<file path="config.mk">
export PLATFORM = sky130hd
export DESIGN_NAME = buddy_tree_allocator_top
export DESIGN_NICKNAME = d
export VERILOG_FILES = /design/src/rtl/bta_pkg.sv /design/src/rtl/buddy_tree_allocator_top.sv /design/src/rtl/bta_front.sv /design/src/rtl/bta_queue.sv /design/src/rtl/bta_engine.sv
export SDC_FILE = /design/constraint.sdc
export NUM_CORES = 2
export LEC_CHECK = 0
export ABC_AREA = 1
export BUFFER_PORTS_ARGS = -buffer_cell sky130_fd_sc_hd__buf_4
export CAP_MARGIN = 20
export CORE_MARGIN = 2
export CORE_UTILIZATION = 25
export DETAILED_ROUTE_END_ITERATION = 6
export PLACE_DENSITY = 0.43
export SYNTH_ARGS = -nofsm -noshare
export SYNTH_HDL_FRONTEND = slang
export SYNTH_SLANG_ARGS = --single-unit
</file>
<file path="constraint.sdc">
create_clock -name clk_i -period 14.27 [get_ports clk_i]
set_input_delay 1.427 -clock clk_i [delete_from_list [all_inputs] [get_ports clk_i]]
set_output_delay 1.427 -clock clk_i [all_outputs]
set_load 0.01 [all_outputs]
</file>
<file path="src/rtl/bta_pkg.sv">
// ---------------------------------------------------------------------------
// Buddy tree allocator package
// Shared sizes, node marks, status codes, request type and FSM states.
// ---------------------------------------------------------------------------
package bta_pkg;

  // Pool geometry
  localparam int POOL_LOG2      = 12;
  localparam int MIN_BLOCK_LOG2 = 4;
  localparam int EFF_MIN_LOG2   = (MIN_BLOCK_LOG2 > POOL_LOG2) ? POOL_LOG2 : MIN_BLOCK_LOG2;
  localparam int DEEPEST        = POOL_LOG2 - EFF_MIN_LOG2;
  localparam int NODE_W         = DEEPEST + 1;
  localparam int NODE_COUNT     = 2 ** NODE_W;
  localparam int LVL_W          = $clog2(DEEPEST + 2);

  // Field widths
  localparam int OFF_W    = 12;
  localparam int REQ_W    = 13;
  localparam int K_W      = $clog2(REQ_W + 1);
  localparam int STATUS_W = 2;

  // Request queue
  localparam int QUEUE_DEPTH = 2;
  localparam int QUEUE_AW    = (QUEUE_DEPTH > 1) ? $clog2(QUEUE_DEPTH) : 1;
  localparam int QUEUE_CW    = $clog2(QUEUE_DEPTH + 1);

  // Node marks
  localparam logic [1:0] MARK_EMPTY  = 2'd0;
  localparam logic [1:0] MARK_SPLIT  = 2'd1;
  localparam logic [1:0] MARK_FILLED = 2'd2;

  // Result status codes
  localparam logic [STATUS_W-1:0] STATUS_OK        = 2'd0;
  localparam logic [STATUS_W-1:0] STATUS_NO_SPACE  = 2'd1;
  localparam logic [STATUS_W-1:0] STATUS_NOT_FOUND = 2'd2;

  typedef enum logic [1:0] {
    OP_ALLOC,
    OP_FREE,
    OP_REJECT
  } op_e;

  // Classified request passed from front to back
  typedef struct packed {
    op_e              op;
    logic [LVL_W-1:0] lvl;
    logic [OFF_W-1:0] target;
  } cmd_t;

  typedef enum logic [3:0] {
    ST_CLEAR,
    ST_IDLE,
    ST_A_NODE,
    ST_A_NODE_D,
    ST_A_ANC,
    ST_A_ANC_D,
    ST_A_EVAL,
    ST_A_MARK,
    ST_A_UP,
    ST_F_WALK,
    ST_F_RD,
    ST_F_RD_D,
    ST_M_RD,
    ST_M_RD_D,
    ST_M_LEFT_D,
    ST_M_RIGHT_D
  } eng_state_e;

  // Byte offset of a heap-ordered node
  function automatic logic [OFF_W-1:0] offset_of(input logic [NODE_W-1:0] v);
    logic [LVL_W-1:0]  lvl;
    logic [NODE_W-1:0] rel;
    logic [31:0]       wide;
    lvl = '0;
    for (int b = 0; b < NODE_W; b++) begin
      if (v[b]) lvl = LVL_W'(b);
    end
    rel  = v & ~(NODE_W'(1) << lvl);
    wide = 32'(rel) << (POOL_LOG2 - int'(lvl));
    return wide[OFF_W-1:0];
  endfunction

endpackage

</file>
<file path="src/rtl/buddy_tree_allocator_top.sv">
// Allocation scans every node of the target tree level and walks the ancestors
// of each empty node; a free descends to the target and merges upwards; both
// go through the single read port of the node mark memory. One request is
// worked on at a time, two more can queue.
// Reset: a pass over all 512 nodes empties the mark memory; no request is taken meanwhile.
// ---------------------------------------------------------------------------
// Buddy tree allocator top level
// Front end, request queue and tree engine with its result register.
// ---------------------------------------------------------------------------
module buddy_tree_allocator_top import bta_pkg::*; (
  input  logic                clk_i,
  input  logic                rst_ni,
  input  logic                in_valid_i,
  output logic                in_ready_o,
  input  logic                cmd_i,
  input  logic [REQ_W-1:0]    request_bytes_i,
  input  logic [OFF_W-1:0]    free_offset_i,
  output logic                out_valid_o,
  input  logic                out_ready_i,
  output logic [OFF_W-1:0]    block_offset_o,
  output logic [STATUS_W-1:0] status_o
);

  logic push, full, q_valid, pop, clear_done;
  cmd_t push_cmd, q_cmd;

  bta_front u_front (
    .in_valid_i      (in_valid_i),
    .in_ready_o      (in_ready_o),
    .cmd_i           (cmd_i),
    .request_bytes_i (request_bytes_i),
    .free_offset_i   (free_offset_i),
    .q_full_i        (full),
    .clear_done_i    (clear_done),
    .push_o          (push),
    .cmd_o           (push_cmd)
  );

  bta_queue u_queue (
    .clk_i   (clk_i),
    .rst_ni  (rst_ni),
    .push_i  (push),
    .data_i  (push_cmd),
    .full_o  (full),
    .valid_o (q_valid),
    .data_o  (q_cmd),
    .pop_i   (pop)
  );

  bta_engine u_engine (
    .clk_i          (clk_i),
    .rst_ni         (rst_ni),
    .q_valid_i      (q_valid),
    .q_cmd_i        (q_cmd),
    .q_pop_o        (pop),
    .clear_done_o   (clear_done),
    .out_valid_o    (out_valid_o),
    .out_ready_i    (out_ready_i),
    .block_offset_o (block_offset_o),
    .status_o       (status_o)
  );

endmodule

</file>
<file path="src/rtl/bta_front.sv">
// ---------------------------------------------------------------------------
// Buddy tree allocator front end
// Accepts requests, sizes allocations to a tree level and queues them.
// ---------------------------------------------------------------------------
module bta_front import bta_pkg::*; (
  input  logic             in_valid_i,
  output logic             in_ready_o,
  input  logic             cmd_i,
  input  logic [REQ_W-1:0] request_bytes_i,
  input  logic [OFF_W-1:0] free_offset_i,
  input  logic             q_full_i,
  input  logic             clear_done_i,
  output logic             push_o,
  output cmd_t             cmd_o
);

  logic [REQ_W-1:0] nm1;
  logic [K_W-1:0]   k;
  logic             too_big;
  logic [K_W:0]     room;

  assign in_ready_o = clear_done_i && !q_full_i;
  assign push_o     = in_valid_i && in_ready_o;

  // Round size up to a power of two (zero counts as one byte)
  always_comb begin
    nm1 = (request_bytes_i == '0) ? '0 : request_bytes_i - REQ_W'(1);
    k   = '0;
    for (int b = 0; b < REQ_W; b++) begin
      if (nm1[b]) k = K_W'(b + 1);
    end
    too_big = (int'(k) > POOL_LOG2);
    room    = (K_W + 1)'(POOL_LOG2) - (K_W + 1)'(k);
  end

  // Classify
  always_comb begin
    cmd_o.target = free_offset_i;
    cmd_o.lvl    = '0;
    if (cmd_i) begin
      cmd_o.op = OP_FREE;
    end else if (too_big) begin
      cmd_o.op = OP_REJECT;
    end else begin
      cmd_o.op  = OP_ALLOC;
      cmd_o.lvl = (int'(room) > DEEPEST) ? LVL_W'(DEEPEST) : LVL_W'(room);
    end
  end

endmodule

</file>
<file path="src/rtl/bta_queue.sv">
// ---------------------------------------------------------------------------
// Buddy tree allocator request queue
// Short FIFO that decouples request intake from tree updates.
// ---------------------------------------------------------------------------
module bta_queue import bta_pkg::*; (
  input  logic clk_i,
  input  logic rst_ni,
  input  logic push_i,
  input  cmd_t data_i,
  output logic full_o,
  output logic valid_o,
  output cmd_t data_o,
  input  logic pop_i
);

  cmd_t                slot_q [QUEUE_DEPTH];
  logic [QUEUE_AW-1:0] wr_q, rd_q;
  logic [QUEUE_CW-1:0] cnt_q;

  assign full_o  = (cnt_q == QUEUE_CW'(QUEUE_DEPTH));
  assign valid_o = (cnt_q != '0);
  assign data_o  = slot_q[rd_q];

  // Pointers and fill level
  always_ff @(posedge clk_i or negedge rst_ni) begin
    if (!rst_ni) begin
      wr_q  <= '0;
      rd_q  <= '0;
      cnt_q <= '0;
    end else begin
      if (push_i) begin
        wr_q <= (int'(wr_q) == QUEUE_DEPTH - 1) ? '0 : wr_q + QUEUE_AW'(1);
      end
      if (pop_i) begin
        rd_q <= (int'(rd_q) == QUEUE_DEPTH - 1) ? '0 : rd_q + QUEUE_AW'(1);
      end
      if (push_i && !pop_i) begin
        cnt_q <= cnt_q + QUEUE_CW'(1);
      end else if (pop_i && !push_i) begin
        cnt_q <= cnt_q - QUEUE_CW'(1);
      end
    end
  end

  // Storage
  always_ff @(posedge clk_i) begin
    if (push_i) begin
      slot_q[wr_q] <= data_i;
    end
  end

endmodule

</file>
<file path="src/rtl/bta_engine.sv">
// ---------------------------------------------------------------------------
// Buddy tree allocator engine
// Owns the node mark memory; runs allocation scans, frees and merges.
// ---------------------------------------------------------------------------
module bta_engine import bta_pkg::*; (
  input  logic                clk_i,
  input  logic                rst_ni,
  input  logic                q_valid_i,
  input  cmd_t                q_cmd_i,
  output logic                q_pop_o,
  output logic                clear_done_o,
  output logic                out_valid_o,
  input  logic                out_ready_i,
  output logic [OFF_W-1:0]    block_offset_o,
  output logic [STATUS_W-1:0] status_o
);

  eng_state_e        state_q, state_d;
  logic [NODE_W:0]   i_q, i_d, last_q, last_d, v_q, v_d;
  logic [NODE_W-1:0] p_q, p_d, near_q, near_d, best_q, best_d, best_near_q, best_near_d;
  logic [NODE_W-1:0] pos_q, pos_d, clr_q, clr_d;
  logic              found_q, found_d;
  logic [1:0]        mleft_q, mleft_d;
  logic [OFF_W-1:0]  target_q, target_d;

  logic              res_valid_q;
  logic [OFF_W-1:0]  res_off_q;
  logic [STATUS_W-1:0] res_status_q;
  logic              res_set;
  logic [OFF_W-1:0]  res_off;
  logic [STATUS_W-1:0] res_status;

  // Mark memory, one write and one registered read port
  logic [1:0]        mem [NODE_COUNT];
  logic              we;
  logic [NODE_W-1:0] wa, ra;
  logic [1:0]        wd, rd_q;

  logic [NODE_W:0]   i_inc, v2;
  logic              i_end;
  logic [NODE_W-1:0] p_up, pos_up, best_up;
  logic [OFF_W-1:0]  off_v, off_right;

  assign clear_done_o   = (state_q != ST_CLEAR);
  assign out_valid_o    = res_valid_q;
  assign block_offset_o = res_off_q;
  assign status_o       = res_status_q;

  assign i_inc     = i_q + (NODE_W + 1)'(1);
  assign i_end     = (i_inc == last_q);
  assign v2        = v_q << 1;
  assign p_up      = p_q >> 1;
  assign pos_up    = pos_q >> 1;
  assign best_up   = best_q >> 1;
  assign off_v     = offset_of(v_q[NODE_W-1:0]);
  assign off_right = offset_of(v2[NODE_W-1:0] | NODE_W'(1));

  always_ff @(posedge clk_i) begin
    if (we) begin
      mem[wa] <= wd;
    end
    rd_q <= mem[ra];
  end

  // Next state and memory control
  always_comb begin
    state_d     = state_q;
    i_d         = i_q;
    last_d      = last_q;
    v_d         = v_q;
    p_d         = p_q;
    near_d      = near_q;
    best_d      = best_q;
    best_near_d = best_near_q;
    pos_d       = pos_q;
    clr_d       = clr_q;
    found_d     = found_q;
    mleft_d     = mleft_q;
    target_d    = target_q;
    we          = 1'b0;
    wa          = '0;
    wd          = MARK_EMPTY;
    ra          = '0;
    q_pop_o     = 1'b0;
    res_set     = 1'b0;
    res_off     = '0;
    res_status  = STATUS_OK;

    case (state_q)
      // Sweep the memory to empty after reset
      ST_CLEAR: begin
        we    = 1'b1;
        wa    = clr_q;
        clr_d = clr_q + NODE_W'(1);
        if (clr_q == '1) state_d = ST_IDLE;
      end

      ST_IDLE: begin
        if (q_valid_i && !res_valid_q) begin
          q_pop_o = 1'b1;
          case (q_cmd_i.op)
            OP_ALLOC: begin
              i_d         = (NODE_W + 1)'(1) << q_cmd_i.lvl;
              last_d      = (NODE_W + 1)'(2) << q_cmd_i.lvl;
              found_d     = 1'b0;
              best_d      = '0;
              best_near_d = '0;
              state_d     = ST_A_NODE;
            end
            OP_FREE: begin
              v_d      = (NODE_W + 1)'(1);
              target_d = q_cmd_i.target;
              state_d  = ST_F_WALK;
            end
            default: begin
              res_set    = 1'b1;
              res_status = STATUS_NO_SPACE;
            end
          endcase
        end
      end

      // Allocation: scan every node of the level
      ST_A_NODE: begin
        ra      = i_q[NODE_W-1:0];
        state_d = ST_A_NODE_D;
      end

      ST_A_NODE_D: begin
        if (rd_q != MARK_EMPTY) begin
          i_d     = i_inc;
          state_d = i_end ? ST_A_MARK : ST_A_NODE;
        end else begin
          p_d     = i_q[NODE_W-1:0] >> 1;
          near_d  = '0;
          state_d = ((i_q[NODE_W-1:0] >> 1) == '0) ? ST_A_EVAL : ST_A_ANC;
        end
      end

      // Walk ancestors: blocked by a filled one, note nearest split one
      ST_A_ANC: begin
        ra      = p_q;
        state_d = ST_A_ANC_D;
      end

      ST_A_ANC_D: begin
        if (rd_q == MARK_FILLED) begin
          i_d     = i_inc;
          state_d = i_end ? ST_A_MARK : ST_A_NODE;
        end else begin
          if (rd_q == MARK_SPLIT && near_q == '0) near_d = p_q;
          p_d     = p_up;
          state_d = (p_up == '0) ? ST_A_EVAL : ST_A_ANC;
        end
      end

      ST_A_EVAL: begin
        if (!found_q || near_q > best_near_q) begin
          found_d     = 1'b1;
          best_near_d = near_q;
          best_d      = i_q[NODE_W-1:0];
        end
        i_d     = i_inc;
        state_d = i_end ? ST_A_MARK : ST_A_NODE;
      end

      // Mark the winner filled, then its ancestors split
      ST_A_MARK: begin
        if (!found_q) begin
          res_set    = 1'b1;
          res_status = STATUS_NO_SPACE;
          state_d    = ST_IDLE;
        end else begin
          we  = 1'b1;
          wa  = best_q;
          wd  = MARK_FILLED;
          p_d = best_up;
          if (best_up == '0) begin
            res_set = 1'b1;
            res_off = offset_of(best_q);
            state_d = ST_IDLE;
          end else begin
            state_d = ST_A_UP;
          end
        end
      end

      ST_A_UP: begin
        we  = 1'b1;
        wa  = p_q;
        wd  = MARK_SPLIT;
        p_d = p_up;
        if (p_up == '0) begin
          res_set = 1'b1;
          res_off = offset_of(best_q);
          state_d = ST_IDLE;
        end
      end

      // Free: descend towards the target offset
      ST_F_WALK: begin
        if (v_q >= (NODE_W + 1)'(NODE_COUNT)) begin
          res_set    = 1'b1;
          res_status = STATUS_NOT_FOUND;
          state_d    = ST_IDLE;
        end else if (off_v == target_q) begin
          state_d = ST_F_RD;
        end else if (v2 >= (NODE_W + 1)'(NODE_COUNT)) begin
          res_set    = 1'b1;
          res_status = STATUS_NOT_FOUND;
          state_d    = ST_IDLE;
        end else begin
          v_d = (off_right <= target_q) ? (v2 | (NODE_W + 1)'(1)) : v2;
        end
      end

      ST_F_RD: begin
        ra      = v_q[NODE_W-1:0];
        state_d = ST_F_RD_D;
      end

      ST_F_RD_D: begin
        if (rd_q == MARK_FILLED) begin
          pos_d   = v_q[NODE_W-1:0];
          state_d = ST_M_RD;
        end else if (rd_q == MARK_SPLIT) begin
          v_d     = v2;
          state_d = ST_F_WALK;
        end else begin
          res_set    = 1'b1;
          res_status = STATUS_NOT_FOUND;
          state_d    = ST_IDLE;
        end
      end

      // Merge upwards: clear the block, empty parents of two empty children
      ST_M_RD: begin
        ra      = pos_q;
        state_d = ST_M_RD_D;
      end

      ST_M_RD_D: begin
        if (rd_q == MARK_SPLIT && !pos_q[NODE_W-1]) begin
          ra      = NODE_W'(pos_q << 1);
          state_d = ST_M_LEFT_D;
        end else begin
          if (rd_q == MARK_FILLED) begin
            we = 1'b1;
            wa = pos_q;
          end
          pos_d = pos_up;
          if (pos_up == '0) begin
            res_set = 1'b1;
            state_d = ST_IDLE;
          end else begin
            state_d = ST_M_RD;
          end
        end
      end

      ST_M_LEFT_D: begin
        mleft_d = rd_q;
        ra      = NODE_W'(pos_q << 1) | NODE_W'(1);
        state_d = ST_M_RIGHT_D;
      end

      ST_M_RIGHT_D: begin
        if (mleft_q == MARK_EMPTY && rd_q == MARK_EMPTY) begin
          we = 1'b1;
          wa = pos_q;
        end
        pos_d = pos_up;
        if (pos_up == '0) begin
          res_set = 1'b1;
          state_d = ST_IDLE;
        end else begin
          state_d = ST_M_RD;
        end
      end

      default: begin
        state_d = ST_IDLE;
      end
    endcase
  end

  // Control registers
  always_ff @(posedge clk_i or negedge rst_ni) begin
    if (!rst_ni) begin
      state_q     <= ST_CLEAR;
      clr_q       <= '0;
      res_valid_q <= 1'b0;
    end else begin
      state_q <= state_d;
      clr_q   <= clr_d;
      if (res_set) begin
        res_valid_q <= 1'b1;
      end else if (out_ready_i) begin
        res_valid_q <= 1'b0;
      end
    end
  end

  // Working registers
  always_ff @(posedge clk_i) begin
    i_q         <= i_d;
    last_q      <= last_d;
    v_q         <= v_d;
    p_q         <= p_d;
    near_q      <= near_d;
    best_q      <= best_d;
    best_near_q <= best_near_d;
    pos_q       <= pos_d;
    found_q     <= found_d;
    mleft_q     <= mleft_d;
    target_q    <= target_d;
    if (res_set) begin
      res_off_q    <= res_off;
      res_status_q <= res_status;
    end
  end

endmodule
</file>
-- Word level (Yosys, flattened, before mapping)
Memories as Yosys holds them, arrays and structs flattened. A register that Yosys moved wholly into a read port is not among the register bits.
Index checks and enable logic that the tools add are counted.
- register bits: 122
- bits in writable memories: 1060
- output and inout bits: 16
- logic and storage cells: 301
- memories: 2
- add/subtract/negate cells: 12
- magnitude comparators: 6
- equal/unequal tests: 43
- shift-type cells: 10
- muxes and demuxes: 154
- bitwise operators: 8
- reduce and logical (&&, ||, !) cells: 47
- memory list (name ; words ; bits a word ; rd ports ; clocked after Yosys merged registers in ; write ports ; line ; source):
    u_engine.mem ; 512 ; 2 ; 1 ; 1 ; 1 ; bta_engine.sv:34 ; logic [1:0] mem [NODE_COUNT];
    u_queue.slot_q ; 2 ; 18 ; 1 ; 0 ; 1 ; bta_queue.sv:16 ; cmd_t slot_q [QUEUE_DEPTH];
- operators with widths (operator ; count):
    $mux 4 ; 41
    $mux 9 ; 17
    $shl 9x32->12 ; 4
    $mux 10 ; 11
    $pmux 4 s16 ; 1
    $pmux 9 s2 ; 3
    $pmux 9 s6 ; 1
    $logic_not 9->1 ; 5
    $pmux 9 s5 ; 1
    $pmux 10 s4 ; 1
    $mux 2 ; 19
    $and 9x9->9 ; 4
    $mux 1 ; 36
    $mux 12 ; 3
    $not 9->9 ; 4
    $pmux 9 s4 ; 1
    $shl 1x4->9 const A ; 4
    $eq 4x4->1 const B ; 8
    $pmux 10 s3 ; 1
    $mux 3 ; 9
    $pmux 9 s3 ; 1
    $sub 4x4->5 const A ; 5
    $ne 2x1->1 const B ; 12
    $pmux 12 s2 ; 1
    45 further kinds ; 87

-- Longest topological paths before layout
- word-level depth: 20
- depth in mapped cells: 30
- mapped depth without buffers: 29

-- By module
From an unflattened synthesis, not the netlist that was laid out.
- cell total of the unflattened synthesis: 5700
- area total of the unflattened synthesis: 57062.2 um^2
- by module, submodules not included (module ; times used ; cells each ; area an instance (um^2) ; sequential area each (um^2)):
    bta_engine ; 1 ; 5482 ; 54745.0 ; 34142.7
    bta_queue ; 1 ; 81 ; 1555.2 ; 1181.1
    bta_front ; 1 ; 137 ; 762.0 ; 0.0

-- Worst setup path before layout
OpenSTA, ideal clock, no wires.
- path kind: flip-flop to flip-flop
- from: register u_engine.state_q[2]
- to: register u_engine.p_q[0] (enable)
- arrival time: 10.262 ns
- path slack: 3.638 ns
- stages on the path, launching flop included: 8
- buffers on the path: 0
- period minus slack after synthesis: 10.632 ns
- cells stage by stage: dfrtp_1 inv_2 nand2_2 nor2_2 nor2_1 nand2_1 o22ai_1 nor2_1
- word-level cells in the longest chain between the ends: 3
- RTL lines (item ; line ; source):
    from (decl) ; bta_engine.sv:18 ; eng_state_e state_q, state_d;
    from (signal assigned) ; bta_engine.sv:294 ; state_q <= state_d;
    $eq 4x3->1 (tied with other cells) ; bta_engine.sv:89 ; case (state_q)
    $ne 2x1->1 (no source line) (tied with other cells) ; n/a ;
    $reduce_and 4->1 (no source line) * ; n/a ;
    to (signal assigned) ; bta_engine.sv:309 ; p_q <= p_d;
    to (decl) ; bta_engine.sv:20 ; logic [NODE_W-1:0] p_q, p_d, near_q, near_d, best_q, best_d, best_near_q, best_near_d;
Every way passes the cells marked *; elsewhere a longest branch is shown, timed or not.
A chain may end at the register's enable or synchronous reset.

-- Final worst setup path
- from: register u_engine.v_q[2]
- to: register u_engine.res_off_q[4], in the netlist u_engine.block_offset_o[4] (enable)
- word-level cells in the longest chain between the ends: 15
- RTL lines (item ; line ; source):
    from (decl) ; bta_engine.sv:19 ; logic [NODE_W:0] i_q, i_d, last_q, last_d, v_q, v_d;
    from (signal assigned) ; bta_engine.sv:308 ; v_q <= v_d;
    parallel branches: the longest is 13 deep, another holds $sub 4x4->5 ; n/a ;
    $mux 1 * ; bta_engine.sv:202 ; if (v_q >= (NODE_W + 1)'(NODE_COUNT)) begin
    $pmux 1 s7 * ; bta_engine.sv:89 ;
    named net u_engine.res_set ; bta_engine.sv:29 ; logic res_set;
    to (signal assigned) ; bta_engine.sv:318 ; res_off_q <= res_off;
    to (decl) ; bta_engine.sv:27 ; logic [OFF_W-1:0] res_off_q;
Mark *: on every way through the listed nets, which the timed path passes.

==> metrics.yaml <==
critical_path:
  critical_path_required_ns: 14.57
  startpoint_type: "flop"
  cp_max_fo: 17
  worstSetupEndpointType: "flop"
  arrival_ns: 5.72
  critical_path_class: "reg2reg"
yosys:
  synth_simple_gate_area_share_pct: 19.76
  ys_seq_area_share_pct: 64.24
  synth-main-ff-cell: "edfxtp_1"
  syn-num-nets: 5524
  muxShareOfSynthArea_pct: 0.1661
  synth_compound_area_share_pct: 7.056
  synth-async-reset-ratio_pct: 1.525
  syn_area_per_cell_sq_um: 10.10
  synthCells: 5444
  ys_warn_count: 0
  syn_area_sq_um: 54990
  ys_ff_latch: 1180
  ys_types: 58
  synth_xor_area_share_pct: 0.3345
  synth-adder-area-share_pct: 1.138
  synth_edf_count: 1160
  synth_top_family_by_area: "simple AND/OR/NAND/NOR gates"
timing:
  setup_violations: 0
  period_share_pct: 37.94
  period_needed_ns: 5.414
  worst_slew_pin_slew_ns: 1.040
  max-slew-margin-rel_pct: 30.69
  rsz0062_at_grt: "no"
  clock_skew_ns: 0.03299
  max_freq_ghz: 0.1847
  hold_viol: 0
  tns_ns: 0
  slew_viol_final: 0
clock_tree:
  htree_levels: 4
  numCtsBuffers: 143
  clk-insertion-delay-late_ns: 0.80
  cts_tree: "yes"
  post_cts_buffers: 0
  clk_pin_slew_ns: 0.05
  cts_resized: 0
  holdBufCountCts: 0
  clock-root-buffer: "clkbuf_16"
  clockBufferDepth: 3
  clock_sinks: 1180
routing:
  drtIter0Drc: 2734
  drt_wl_total_um: 162900
  wl_per_cell_um: 19.45
  route.detailed.drc: 0
  viasPerCell: 4.584
  first_pass_iters: 7
  via_count: 38390
  ant_nets: 0
die:
  die-width_um: 473.0
  row_count: 172
  start_util_pct: 25.10
  die_h_um: 473.0
  die_area_sq_um: 223700
  core-area_sq_um: 219100
  io_pins: 46
status:
  status: "completed"
job:
  cap_viol_max_count: 0
global_routing:
  grt_pass1_wl_um: 244100
  overflow: 0
  grt_max_degree: 184
  first_global_vias: 38760
  antenna_found_initial: 4
  track_usage_pct: 14.40
power_and_ir_drop:
  seq_power_share_pct: 51.3
  p_sw_mw: 1.518
  p_leak_nw: 22.11
  vdd_drop_max_mv: 0.1221
  swShare_pct: 20.75
  p_per_area_nw_per_um2: 116.4
  clkPwrFrac_pct: 48.4
  combPwrFrac_pct: 0.3
  p_int_mw: 5.798
place:
  hpwl_um: 90550
  globalplace.congestion: 0.8006
  portBuffers: 45
cells_and_area:
  final_util_pct: 28.68
  nets: 5471
  drive_gt1_share_pct: 7.271
  area_growth_pct: 14.25
worst_hold_path:
  hold_class: "reg2reg"
-- through the flow --
| stage | power (mW) | setup slack (ns) | instance area [sq um] | std cells | hold WS [ns] |
|---|---|---|---|---|---|
| 2_1_floorplan | 3.832 | 3.638 | 54990 | 5444 | 0.4367 |
| 3_3_place_gp | 3.843 | 8.866 | 58220 | 8112 | 0.4626 |
| 3_5_place_dp | 3.843 | 8.851 | 58250 | 8114 | 0.4660 |
| 4_1_cts | 7.412 | 8.797 | 62800 | 8369 | 0.4646 |
| 5_1_grt | 7.554 | 8.301 | 62830 | 8374 | 0.5000 |
| 6_report | 7.315 | 8.856 | 62830 | 8374 | 0.4697 |
-- layer usage --
| layer | track usage (%) | vias to the layer above | share of wire [%] |
|---|---|---|---|
| met5 | 0 | - | 0 |
| met4 | 3.815 | 0 | 2.0 |
| met3 | 2.121 | 207 | 4.1 |
| met2 | 24.35 | 725 | 48 |
| met1 | 19.18 | 19000 | 46 |
| li1 | - | 18450 | - |
-- worst paths after layout --
path / startpoint / to / slack [ns] / cells after the start
max: u_engine.v_q[2] / u_engine.block_offset_o[4] / 8.86 / 24
min: u_engine.clr_q[7] / u_engine.clr_q[7] / 0.47 / 1
max reg2reg: u_engine.v_q[2] / u_engine.block_offset_o[4] / 8.86 / 24
min reg2reg: u_engine.clr_q[7] / u_engine.clr_q[7] / 0.47 / 1
max in group asynchronous: rst_ni / u_engine.clr_q[5] / 13.45 / 1
min in group asynchronous: rst_ni / u_queue.cnt_q[1] / 0.54 / 1
-- power groups by stage --
stage,clock (mW),combinational [mW],sequential (mW)
after floorplan,0,0.0101,3.82
after global placement,0,0.0215,3.82
after detailed placement,0,0.0217,3.82
after CTS,3.64,0.0218,3.75
after global routing,3.78,0.0246,3.75
final,3.54,0.0215,3.75
-- cells by family after synthesis --
family / after synthesis
flip-flops: 1180
adder cells (fa/ha/maj): 50
XOR/XNOR: 21
multiplexers: 9
AND/OR/NAND/NOR: 2591
AO/OA/AOI/OAI: 576
buffers and inverters: 1016
other: 1
-- worst max-delay path: stages, from the launching register on --
cell	delay, ns
edfxtp_1	0.48
inv_1	0.22
nand2_1	0.07
nand2_1	0.06
nand2_1	0.05
nand2_1	0.07
nand2_1	0.05
nand2_1	0.33
nand2_1	0.46
ha_1	0.38
ha_1	0.20
a21oi_1	0.50
inv_1	0.10
nand3_1	0.11
nand3_1	0.09
nand2_1	0.19
nand2_1	0.11
nand3_1	0.08
nand2_1	0.06
nor2_1	0.09
nand2_1	0.07
nor2_1	0.24
nand2_1	0.18
nand3_1	0.15
nand3_1	0.57
-- final cells by class --
class / count / area (sq um)
Clock inverter: 81 / 778.2
Antenna cell: 2 / 5.005
Fill cell: 22940 / 156300
Sequential cell: 1180 / 35320
Clock buffer: 174 / 3769
Tap cell: 2871 / 3592
Inverter: 703 / 2645
Multi-Input combinational cell: 3248 / 15780
Timing Repair Buffer: 115 / 940.9
-- registers in the layout (all words and copies together), names as in the netlist, 10 cells and up --
name and flops:
u_engine.mem 1024, u_engine.v_q 10, u_engine.block_offset_o 12, u_queue.slot_q 36, u_engine.i_q 10, u_engine.target_q 12
-- cell usage after synthesis (all sizes together), types with 3 or more instances --
cell type | count | area [sq um]
ha | 50 | 625.6
nand2 | 892 | 3363
buf | 161 | 805.8
edfxtp | 1160 | 34830
nor3 | 35 | 215.2
clkinv | 7 | 26.28
or2 | 10 | 62.56
a21oi | 35 | 175.2
o22ai | 37 | 231.5
a221oi | 4 | 35.03
nand3 | 657 | 3293
nand4 | 22 | 143.9
inv | 696 | 2613
clkbuf | 152 | 570.6
nor2 | 958 | 3675
o221ai | 10 | 87.58
dfrtp | 18 | 450.4
o211ai | 324 | 2432
a31oi | 8 | 56.30
xor2 | 16 | 140.1
o21bai | 3 | 22.52
o32ai | 3 | 26.28
mux2i | 8 | 80.08
nor4 | 12 | 81.33
o21ai | 138 | 694.4
xnor2 | 5 | 43.79
-- layout by cell type, fill, tap and decap left out, types with 4 or more instances in the layout --
cell          n
or2_2        10
nor2_1      940
o221ai_1     10
nand2_2      22
o22ai_1      37
xor2_1       16
nand3_1     656
inv_6         4
a21oi_1      35
clkinv_16     5
edfxtp_1   1160
o211ai_1    324
nor3_2        9
nand2_1     870
clkbuf_1     27
nor2_2       10
nand4_1      21
a221oi_1      4
o21ai_0     104
clkbuf_16   146
xnor2_1       5
a31oi_1       6
nor4_1       10
clkinv_1     40
o21ai_1      32
dfrtp_1      18
buf_12        5
inv_2        17
nor2_4        7
nor3_1       24
clkinv_2     25
mux2i_1       8
bufinv_16     8
inv_1       677
buf_4       106
ha_1         50
Power figures use the tool's default switching activity.
